`src/hdl/hsc_pkg.sv`:
```
`timescale 1ns / 1ps
// ----------------------------------------------------------------------------
// hsc_pkg
// Shared types, sizes and codes of the homophonic substitution cipher core.
// ----------------------------------------------------------------------------
package hsc_pkg;

  // Key geometry
  localparam int ALPHABET       = 26;
  localparam int SYMBOL_SPACE   = 94;
  localparam int MAX_HOMOPHONES = 3;

  localparam int LETTER_W = $clog2(ALPHABET);
  localparam int SYM_W    = $clog2(SYMBOL_SPACE);
  localparam int HT_DEPTH = ALPHABET * MAX_HOMOPHONES;
  localparam int HT_AW    = $clog2(HT_DEPTH);

  // Character constants
  localparam logic [7:0]  SYM_LOW    = 8'd33;
  localparam logic [7:0]  SYM_HIGH   = 8'd126;
  localparam logic [7:0]  CH_A       = 8'd97;
  localparam logic [7:0]  CH_Z       = 8'd122;
  localparam logic [15:0] SEED_RESET = 16'd44257;

  // Request type codes
  localparam logic [1:0] REQ_LOAD    = 2'd0;
  localparam logic [1:0] REQ_ENCRYPT = 2'd1;
  localparam logic [1:0] REQ_DECRYPT = 2'd2;

  // Classified command kinds
  typedef enum logic [1:0] {
    K_LOAD   = 2'd0,
    K_ENC    = 2'd1,
    K_DEC    = 2'd2,
    K_REJECT = 2'd3
  } cmd_kind_t;

  // Command handed from the front end to the execution unit
  typedef struct packed {
    cmd_kind_t           kind;
    logic [LETTER_W-1:0] letter;
    logic [1:0]          slot;
    logic [1:0]          count;
    logic [SYM_W-1:0]    sym;
  } cmd_t;

  // Queue status seen by the execution unit
  typedef struct packed {
    logic empty;
    logic full;
  } q_status_t;

endpackage

```
`src/hdl/homophonic_substitution_cipher_core.sv`:
```
`timescale 1ns / 1ps
// ----------------------------------------------------------------------------
// homophonic_substitution_cipher_core
// Homophonic substitution cipher with a loadable key: load, encrypt, decrypt.
// ----------------------------------------------------------------------------
//  Channel  Direction  Handshake           Payload
//  in       input      in_valid/in_stall   req_type, char, letter_index, slot,
//                                          homophone_count
//  out      output     out_valid/out_stall char, error
//  cfg      input      cfg_wr_en           cfg_wr_data (LFSR seed)
//
//  A request is queued in a two-entry queue the cycle it is accepted.
//  Loads and rejected requests are answered from the idle state; encrypt
//  and decrypt hits go through a wait state for the registered key RAM read.
//  Reset clears the letter counts and symbol valid bits at once; no sweep.
//  in_stall rises only while the queue is full; out_stall holds the result.
// ----------------------------------------------------------------------------
module homophonic_substitution_cipher_core import hsc_pkg::*; (
  input  logic        clk,
  input  logic        rst_n,
  input  logic        cfg_wr_en,
  input  logic [15:0] cfg_wr_data,
  input  logic        in_valid,
  output logic        in_stall,
  input  logic [1:0]  in_req_type,
  input  logic [7:0]  in_char,
  input  logic [4:0]  in_letter_index,
  input  logic [1:0]  in_slot,
  input  logic [1:0]  in_homophone_count,
  output logic        out_valid,
  input  logic        out_stall,
  output logic [7:0]  out_char,
  output logic        out_error
);

  cmd_t      front_cmd;
  cmd_t      head_cmd;
  q_status_t q_status;
  logic      pop;

  // Classify requests
  hsc_front u_front (
    .in_req_type        (in_req_type),
    .in_char            (in_char),
    .in_letter_index    (in_letter_index),
    .in_slot            (in_slot),
    .in_homophone_count (in_homophone_count),
    .cmd                (front_cmd)
  );

  // Decouple front end and execution
  hsc_queue u_queue (
    .clk      (clk),
    .rst_n    (rst_n),
    .push     (in_valid),
    .push_cmd (front_cmd),
    .pop      (pop),
    .head_cmd (head_cmd),
    .status   (q_status)
  );

  assign in_stall = q_status.full;

  // Execute commands against the key
  hsc_back u_back (
    .clk         (clk),
    .rst_n       (rst_n),
    .cfg_wr_en   (cfg_wr_en),
    .cfg_wr_data (cfg_wr_data),
    .head_cmd    (head_cmd),
    .q_status    (q_status),
    .pop         (pop),
    .out_valid   (out_valid),
    .out_stall   (out_stall),
    .out_char    (out_char),
    .out_error   (out_error)
  );

endmodule

```
`src/hdl/hsc_ram.sv`:
```
`timescale 1ns / 1ps
// ----------------------------------------------------------------------------
// hsc_ram
// Generic single-write, single-read RAM with registered read data.
// ----------------------------------------------------------------------------
module hsc_ram #(
  parameter int WIDTH = 8,
  parameter int DEPTH = 16,
  parameter int AW    = $clog2(DEPTH)
) (
  input  logic             clk,
  input  logic             we,
  input  logic [AW-1:0]    waddr,
  input  logic [WIDTH-1:0] wdata,
  input  logic             re,
  input  logic [AW-1:0]    raddr,
  output logic [WIDTH-1:0] rdata
);

  logic [WIDTH-1:0] mem [DEPTH];
  logic [WIDTH-1:0] rdata_r;

  // Write port and registered read port
  always_ff @(posedge clk) begin
    if (we) begin
      mem[waddr] <= wdata;
    end
    if (re) begin
      rdata_r <= mem[raddr];
    end
  end

  assign rdata = rdata_r;

endmodule

```
`src/hdl/hsc_front.sv`:
```
`timescale 1ns / 1ps
// ----------------------------------------------------------------------------
// hsc_front
// Front end: range-checks an incoming request and turns it into a command.
// ----------------------------------------------------------------------------
module hsc_front import hsc_pkg::*; (
  input  logic [1:0] in_req_type,
  input  logic [7:0] in_char,
  input  logic [4:0] in_letter_index,
  input  logic [1:0] in_slot,
  input  logic [1:0] in_homophone_count,
  output cmd_t       cmd
);

  logic [7:0] sym_off;
  logic [7:0] let_off;
  logic       sym_ok;
  logic       plain_ok;
  logic       load_ok;

  // Offsets into the symbol space and the alphabet
  assign sym_off = in_char - SYM_LOW;
  assign let_off = in_char - CH_A;

  assign sym_ok   = (in_char >= SYM_LOW) && (in_char <= SYM_HIGH) &&
                    (sym_off < SYMBOL_SPACE);
  assign plain_ok = (in_char >= CH_A) && (in_char <= CH_Z) && (let_off < ALPHABET);
  assign load_ok  = sym_ok && (in_letter_index < ALPHABET) &&
                    (in_slot < MAX_HOMOPHONES) && (in_homophone_count != 2'd0) &&
                    (in_homophone_count <= MAX_HOMOPHONES);

  // Classify the request
  always_comb begin
    cmd.kind   = K_REJECT;
    cmd.letter = in_letter_index[LETTER_W-1:0];
    cmd.slot   = in_slot;
    cmd.count  = in_homophone_count;
    cmd.sym    = sym_off[SYM_W-1:0];
    case (in_req_type)
      REQ_LOAD: begin
        if (load_ok) begin
          cmd.kind = K_LOAD;
        end
      end
      REQ_ENCRYPT: begin
        cmd.letter = let_off[LETTER_W-1:0];
        if (plain_ok) begin
          cmd.kind = K_ENC;
        end
      end
      REQ_DECRYPT: begin
        if (sym_ok) begin
          cmd.kind = K_DEC;
        end
      end
      default: begin
        cmd.kind = K_REJECT;
      end
    endcase
  end

endmodule

```
`src/hdl/hsc_queue.sv`:
```
`timescale 1ns / 1ps
// ----------------------------------------------------------------------------
// hsc_queue
// Two-entry command queue between the front end and the execution unit.
// ----------------------------------------------------------------------------
module hsc_queue import hsc_pkg::*; (
  input  logic      clk,
  input  logic      rst_n,
  input  logic      push,
  input  cmd_t      push_cmd,
  input  logic      pop,
  output cmd_t      head_cmd,
  output q_status_t status
);

  cmd_t       entry_r [2];
  logic       wr_ptr_r, wr_ptr_nxt;
  logic       rd_ptr_r, rd_ptr_nxt;
  logic [1:0] fill_r, fill_nxt;
  logic       do_push;
  logic       do_pop;

  assign status.empty = (fill_r == 2'd0);
  assign status.full  = (fill_r == 2'd2);
  assign do_push      = push && !status.full;
  assign do_pop       = pop && !status.empty;
  assign head_cmd     = entry_r[rd_ptr_r];

  // Advance pointers and fill level
  always_comb begin
    wr_ptr_nxt = do_push ? ~wr_ptr_r : wr_ptr_r;
    rd_ptr_nxt = do_pop ? ~rd_ptr_r : rd_ptr_r;
    fill_nxt   = fill_r + {1'b0, do_push} - {1'b0, do_pop};
  end

  always_ff @(posedge clk) begin
    if (!rst_n) begin
      wr_ptr_r <= 1'b0;
      rd_ptr_r <= 1'b0;
      fill_r   <= 2'd0;
    end else begin
      wr_ptr_r <= wr_ptr_nxt;
      rd_ptr_r <= rd_ptr_nxt;
      fill_r   <= fill_nxt;
    end
  end

  // Store the pushed command
  always_ff @(posedge clk) begin
    if (do_push) begin
      entry_r[wr_ptr_r] <= push_cmd;
    end
  end

endmodule

```
`src/hdl/hsc_back.sv`:
```
`timescale 1ns / 1ps
// ----------------------------------------------------------------------------
// hsc_back
// Execution unit: holds the key, the choice LFSR and the result register.
// ----------------------------------------------------------------------------
module hsc_back import hsc_pkg::*; (
  input  logic        clk,
  input  logic        rst_n,
  input  logic        cfg_wr_en,
  input  logic [15:0] cfg_wr_data,
  input  cmd_t        head_cmd,
  input  q_status_t   q_status,
  output logic        pop,
  output logic        out_valid,
  input  logic        out_stall,
  output logic [7:0]  out_char,
  output logic        out_error
);

  typedef enum logic [1:0] {
    ST_IDLE = 2'b01,
    ST_WAIT = 2'b10
  } back_state_t;

  back_state_t       state_r, state_nxt;
  logic              pend_enc_r, pend_enc_nxt;
  logic [15:0]       lfsr_r, lfsr_nxt;
  logic [1:0]        counts_r [ALPHABET];
  logic              inv_valid_r [SYMBOL_SPACE];
  logic              out_valid_r, out_valid_nxt;
  logic [7:0]        out_char_r, out_char_nxt;
  logic              out_error_r, out_error_nxt;

  logic              out_free;
  logic [15:0]       lfsr_step;
  logic [1:0]        cur_count;
  logic [1:0]        pick;
  logic              key_we;
  logic              ht_re;
  logic              inv_re;
  logic [HT_AW-1:0]  ht_waddr;
  logic [HT_AW-1:0]  ht_raddr;
  logic [6:0]        ht_wdata;
  logic [6:0]        ht_rdata;
  logic [LETTER_W-1:0] inv_rdata;

  // Fibonacci LFSR x^16+x^14+x^13+x^11+1, shifting right
  function automatic logic [15:0] lfsr_next(input logic [15:0] s);
    logic fb;
    fb = s[0] ^ s[2] ^ s[3] ^ s[5];
    return {fb, s[15:1]};
  endfunction

  // Residue modulo 3 by folding base-4 digits (4 == 1 mod 3)
  function automatic logic [1:0] mod3(input logic [15:0] v);
    logic [4:0] s1;
    logic [2:0] s2;
    logic [2:0] s3;
    logic [1:0] r;
    s1 = 5'd0;
    for (int k = 0; k < 8; k++) begin
      s1 = s1 + {3'd0, v[2*k +: 2]};
    end
    s2 = {1'b0, s1[1:0]} + {1'b0, s1[3:2]} + {2'd0, s1[4]};
    s3 = {1'b0, s2[1:0]} + {2'd0, s2[2]};
    case (s3)
      3'd3:    r = 2'd0;
      3'd4:    r = 2'd1;
      default: r = s3[1:0];
    endcase
    return r;
  endfunction

  assign out_free  = !out_valid_r || !out_stall;
  assign lfsr_step = lfsr_next(lfsr_r);
  assign cur_count = counts_r[head_cmd.letter];

  // Pick the homophone slot from the stepped LFSR and the letter's count
  always_comb begin
    case (cur_count)
      2'd2:    pick = {1'b0, lfsr_step[0]};
      2'd3:    pick = mod3(lfsr_step);
      default: pick = 2'd0;
    endcase
  end

  assign ht_waddr = HT_AW'(head_cmd.letter * MAX_HOMOPHONES + head_cmd.slot);
  assign ht_raddr = HT_AW'(head_cmd.letter * MAX_HOMOPHONES + pick);
  assign ht_wdata = 7'({1'b0, head_cmd.sym} + SYM_LOW);

  // Sequence one command at a time
  always_comb begin
    state_nxt     = state_r;
    pend_enc_nxt  = pend_enc_r;
    lfsr_nxt      = lfsr_r;
    out_valid_nxt = out_valid_r && out_stall;
    out_char_nxt  = out_char_r;
    out_error_nxt = out_error_r;
    pop           = 1'b0;
    key_we        = 1'b0;
    ht_re         = 1'b0;
    inv_re        = 1'b0;
    case (state_r)
      ST_IDLE: begin
        if (!q_status.empty && out_free) begin
          pop = 1'b1;
          case (head_cmd.kind)
            K_LOAD: begin
              key_we        = 1'b1;
              out_valid_nxt = 1'b1;
              out_char_nxt  = 8'd0;
              out_error_nxt = 1'b0;
            end
            K_ENC: begin
              if (cur_count != 2'd0) begin
                lfsr_nxt     = lfsr_step;
                ht_re        = 1'b1;
                pend_enc_nxt = 1'b1;
                state_nxt    = ST_WAIT;
              end else begin
                out_valid_nxt = 1'b1;
                out_char_nxt  = 8'd0;
                out_error_nxt = 1'b1;
              end
            end
            K_DEC: begin
              if (inv_valid_r[head_cmd.sym]) begin
                inv_re       = 1'b1;
                pend_enc_nxt = 1'b0;
                state_nxt    = ST_WAIT;
              end else begin
                out_valid_nxt = 1'b1;
                out_char_nxt  = 8'd0;
                out_error_nxt = 1'b1;
              end
            end
            default: begin
              out_valid_nxt = 1'b1;
              out_char_nxt  = 8'd0;
              out_error_nxt = 1'b1;
            end
          endcase
        end
      end
      ST_WAIT: begin
        if (out_free) begin
          out_valid_nxt = 1'b1;
          out_char_nxt  = pend_enc_r ? {1'b0, ht_rdata} : 8'(CH_A + inv_rdata);
          out_error_nxt = 1'b0;
          state_nxt     = ST_IDLE;
        end
      end
      default: begin
        state_nxt = ST_IDLE;
      end
    endcase
    // Reload the seed, a zero seed becomes one
    if (cfg_wr_en) begin
      lfsr_nxt = (cfg_wr_data == 16'd0) ? 16'd1 : cfg_wr_data;
    end
  end

  // Control registers
  always_ff @(posedge clk) begin
    if (!rst_n) begin
      state_r     <= ST_IDLE;
      lfsr_r      <= SEED_RESET;
      out_valid_r <= 1'b0;
    end else begin
      state_r     <= state_nxt;
      lfsr_r      <= lfsr_nxt;
      out_valid_r <= out_valid_nxt;
    end
  end

  // Payload registers
  always_ff @(posedge clk) begin
    pend_enc_r  <= pend_enc_nxt;
    out_char_r  <= out_char_nxt;
    out_error_r <= out_error_nxt;
  end

  // Letter counts and inverse valid bits
  always_ff @(posedge clk) begin
    if (!rst_n) begin
      for (int i = 0; i < ALPHABET; i++) begin
        counts_r[i] <= 2'd0;
      end
      for (int i = 0; i < SYMBOL_SPACE; i++) begin
        inv_valid_r[i] <= 1'b0;
      end
    end else if (key_we) begin
      counts_r[head_cmd.letter]  <= head_cmd.count;
      inv_valid_r[head_cmd.sym]  <= 1'b1;
    end
  end

  // Homophone table: letter and slot to symbol
  hsc_ram #(
    .WIDTH (7),
    .DEPTH (HT_DEPTH)
  ) u_ht_ram (
    .clk   (clk),
    .we    (key_we),
    .waddr (ht_waddr),
    .wdata (ht_wdata),
    .re    (ht_re),
    .raddr (ht_raddr),
    .rdata (ht_rdata)
  );

  // Inverse table: symbol to letter
  hsc_ram #(
    .WIDTH (LETTER_W),
    .DEPTH (SYMBOL_SPACE)
  ) u_inv_ram (
    .clk   (clk),
    .we    (key_we),
    .waddr (head_cmd.sym),
    .wdata (head_cmd.letter),
    .re    (inv_re),
    .raddr (head_cmd.sym),
    .rdata (inv_rdata)
  );

  assign out_valid = out_valid_r;
  assign out_char  = out_char_r;
  assign out_error = out_error_r;

endmodule

```
`config.mk`:
```
export PLATFORM = sky130hd
export DESIGN_NAME = homophonic_substitution_cipher_core
export DESIGN_NICKNAME = d
export VERILOG_FILES = /design/src/hdl/hsc_pkg.sv /design/src/hdl/homophonic_substitution_cipher_core.sv /design/src/hdl/hsc_ram.sv /design/src/hdl/hsc_front.sv /design/src/hdl/hsc_queue.sv /design/src/hdl/hsc_back.sv
export SDC_FILE = /design/constraint.sdc
export NUM_CORES = 2
export LEC_CHECK = 0
export BUFFER_PORTS_ARGS = -buffer_cell sky130_fd_sc_hd__buf_2
export CAP_MARGIN = 20
export CORE_ASPECT_RATIO = 1.4
export CORE_MARGIN = 4
export CORE_UTILIZATION = 40
export CTS_CLUSTER_DIAMETER = 40
export DETAILED_ROUTE_END_ITERATION = 10
export PLACE_DENSITY = 0.6
export SYNTH_ARGS = -nofsm -noshare
export SYNTH_HDL_FRONTEND = slang
export SYNTH_HIERARCHICAL = 1
export SYNTH_SLANG_ARGS = --single-unit
```
`constraint.sdc`:
```
create_clock -name clk -period 10.55 [get_ports clk]
set_input_delay 2.6375 -clock clk [delete_from_list [all_inputs] [get_ports clk]]
set_output_delay 2.6375 -clock clk [all_outputs]
set_load 0.02 [all_outputs]
```
==> metrics.md <==
| Metric | Value |
|---|---|
| Routed wire length | 130000 um |
| Worst R2R Setup Slack | 2.15 ns |
| Gpl congestion | 0.8505 |
| Fmax | 119.0 MHz |
| Pins over their slew limit | 0 |
| Post-synthesis compound-gate area fraction | 0.07035 |
| Period utilization | 0.7966 |
| Ys flop type | edfxtp_1 |
| Max_cap viols | 0 |
| Die height | 439.9 um |
| Cell variety after synth | 92 |
| Die Width | 316.5 um |
| Share of layout cells above drive strength 1 | 0.1969 |
| PostCTS Resize Cnt | 0 |
| Via-to-Cell Ratio | 5.659 |
| DP HPWL | 82990 um |
| Main combinational cell family by area after synthesis | multiplexers |
| Crit-path max cell delay | 0.57 ns |
| Iteration-0 DRC Markers | 2685 |
| Clock Skews | 0.02993 ns |
| CTS tree | done |
| H-tree depth | 4 |
| Finish-stage setup viols | 0 |
| Initial antenna violation count | 7 |
| Area Overhead vs Synth | 13.84% |
| Status | completed |
| Final instance area | 0.06068 mm2 |
| RSZ-0062 raised after global routing | false |
| # hold bufs at CTS | 0 |
| IO Port Bufs | 50 |
| Yosys warns | 6 |
| Root Driver | clkbuf_16 |
| Initial core utilization | 0.4024 |
| Multiplexer share of the synthesized area | 0.1307 |
| Sequential-to-total area share from yosys stat | 0.6982 |
| Final hold slack | 0.4278 ns |
| Die area | 0.1392 mm2 |
| Crit path DAT | 8.93 ns |
| Setup TNS | 0 ns |
| XOR/XNOR share of the synthesized area | 0.004765 |
| Clk_lat worst skew | 0.78 ns |
| Type of destination of the critical path | register |
| Final Non-Filler Cells | 5163 |
| Hold_sp | u_back/inv_valid_r[96] |
| Clk sink count | 1290 |
| Mapped Area | 0.05330 mm2 |
| Nets | 3358 |
| Synthesized flop and latch total | 1290 |
| Most common cell after layout, fill and taps aside | edfxtp_1 |
| Post-route DRC | 0 |
| Slowest CP cell | mux4_2 |
| Syn nets | 3289 |
| Cells after synthesis | 3199 |
| GRT Total Usage | 0.1872 |
| CP delay by family, top | adder cells |
| Async set or reset register ratio after synthesis | 0 |
| First-pass GRT wire length | 194600 um |
| Core Rows | 158 |
| Most frequent cells in the layout | edfxtp_1 (1138), nor2_1 (284), mux4_2 (223) |
| Final Hold Viols | 0 |
| Fin crit period | 8.404 ns |
| Fillcell total | 11432 |
| Buf+Inv Stages, Crit Path | 6 |
| Crit Path Max Fanout | 32 |
| Core area | 0.1325 mm2 |
| ANT nets after route | 0 |
| Syn avg cell area | 16.66 um2 |
| Post-synthesis simple-gate area fraction | 0.05894 |
| CP most frequent cell | fa_1 |
| Via count | 29219 |
| Hold Path Depth | 1 |
| Reg2reg start | u_back/lfsr_r[2] |
| Hold endpoint | u_back/inv_valid_r[96] |
| GRT overflow | 0 |
| Worst setup SP type | register |
| CTS clk-pin slew, worst paths | 0.06 ns |
| Clock Path Buffers | 3 |
| Pin count of the biggest net entering global routing | 95 |
| Worst setup path category | reg2reg |
| Post-DP Area | 0.05533 mm2 |
| Placed cell count | 4872 |
| Worst Tran Pin Value | 1.075 ns |
| Max-Slew Margin vs Limit | 0.2815 |
| Number of enable flip-flop cells after synthesis | 1138 |
| First-pass DRT Iterations | 8 |
| R2R depth | 27 |
| Worst min path class | reg2reg |
| Total CTS buffers | 152 |
| Vias in the first global route | 30133 |
| Reg-to-reg endpoint | u_back/u_ht_ram/rdata[4] |
| Adder-cell area share of the yosys netlist | 0.01399 |
| WL/cell | 25.18 um |
| Setup Buffers After CTS | 0 |
| WP data required | 11.08 ns |
| Top Ports | 51 |
## synthesized netlist by cell type (all sizes together) (9+ instances only)
cell	n	share of area
a211oi	29	0.0044
a21bo	9	0.0017
a21o	24	0.0034
a21oi	52	0.0050
a221oi	24	0.0042
a22o	99	0.016
a22oi	53	0.0075
a31oi	10	0.0012
and2	13	0.0015
and3	10	0.0012
buf	99	0.013
clkbuf	89	0.0063
dfxtp	152	0.057
edfxtp	1138	0.64
fa	16	0.0060
ha	34	0.0080
inv	50	0.0035
mux2	53	0.012
mux2i	131	0.025
mux4	223	0.094
nand2	126	0.0089
nand2b	27	0.0032
nand3	63	0.0059
nand4	10	0.0012
nor2	286	0.020
nor2b	51	0.0061
nor3	57	0.0055
nor4	9	0.0012
o2111ai	9	0.0016
o21ai	70	0.0066
o21bai	18	0.0025
o221ai	13	0.0021
o22ai	30	0.0035
or2	10	0.0012
xnor2	17	0.0028
xor2	12	0.0020
## logic make-up (layout without fill, tap and decap cells)
family                     after synthesis  after routing
xor gates and xnor gates                29             29
and+or+nand+nor                        681            681
muxes                                  407            407
adders and majority gates               50             50
buffers and inverters                  241            440
AOI/OAI and AO/OA                      501            501
other                                    0              5
DFF                                   1290           1290
## area by class of cell
class                   instances  area, um2  area share
well taps                    1760       2202     0.03629
inverters                      53      198.9    0.003279
clock inverters               101       1259     0.02074
diodes                          5      12.51   0.0002062
multi-input cells            1668      15020      0.2476
repair buffers                103      701.9     0.01157
clock buffers                 183       4065     0.06700
flip-flops and latches       1290      37220      0.6133
## worst register-to-register path, cell delays in order, from the launching register on
cell	delay, ns
dfxtp_1	0.38
inv_1	0.09
fa_1	0.52
fa_1	0.52
fa_1	0.53
fa_1	0.55
inv_1	0.04
ha_1	0.22
fa_1	0.49
inv_1	0.05
fa_1	0.40
fa_1	0.49
inv_1	0.04
ha_1	0.29
inv_1	0.04
o21ai_0	0.13
o21ai_0	0.11
mux2i_1	0.24
nor2_1	0.11
ha_4	0.21
fa_1	0.48
xor2_4	0.27
buf_4	0.52
mux4_2	0.62
o22ai_1	0.16
o221ai_1	0.16
a32oi_1	0.27
a21bo_2	0.25
## flip-flops by register name (all words and copies together) (netlist names), 2 cells and up, named ones only
name	count
u_back/inv_valid_r	128
u_back/counts_r	64
u_queue/entry_r	36
u_queue/fill_r	2
u_back/state_r	2
u_back/u_inv_ram/rdata	5
u_back/u_ht_ram/rdata	7
u_back/out_char	8
u_back/u_ht_ram/mem	546
u_back/u_inv_ram/mem	470
u_back/lfsr_r	16
## how the worst max path moves through the flow
stage / startpoint / to / slack [ns] / cells after the start
after floorplan: u_back/lfsr_r[2] / u_back/u_ht_ram/rdata[2] / 3.11 / 30
after global placement: u_back/lfsr_r[2] / u_back/u_ht_ram/rdata[4] / 2.12 / 28
after detailed placement: u_back/lfsr_r[2] / u_back/u_ht_ram/rdata[4] / 2.14 / 27
after CTS: u_back/lfsr_r[2] / u_back/u_ht_ram/rdata[4] / 2.14 / 27
after global routing: u_back/lfsr_r[2] / u_back/u_ht_ram/rdata[6] / 1.82 / 28
final: u_back/lfsr_r[2] / u_back/u_ht_ram/rdata[4] / 2.15 / 27
## per-layer routing
layer	GRT usage	part of all wire
met3	0.02732	0.048
met1	0.2289	0.38
met2	0.3347	0.53
met5	0	0
met4	0.07110	0.038
## stage by stage
step,worst slack [ns],utilization
2_1_floorplan,3.106,-
3_3_place_gp,2.122,0.4174
3_5_place_dp,2.138,0.4177
4_1_cts,2.139,0.4579
5_1_grt,1.815,0.4580
6_report,2.146,0.4581
Power is left out: the tool's default activity adds up to more than one toggle a clock period on the data nets, which glitch-free logic cannot reach.
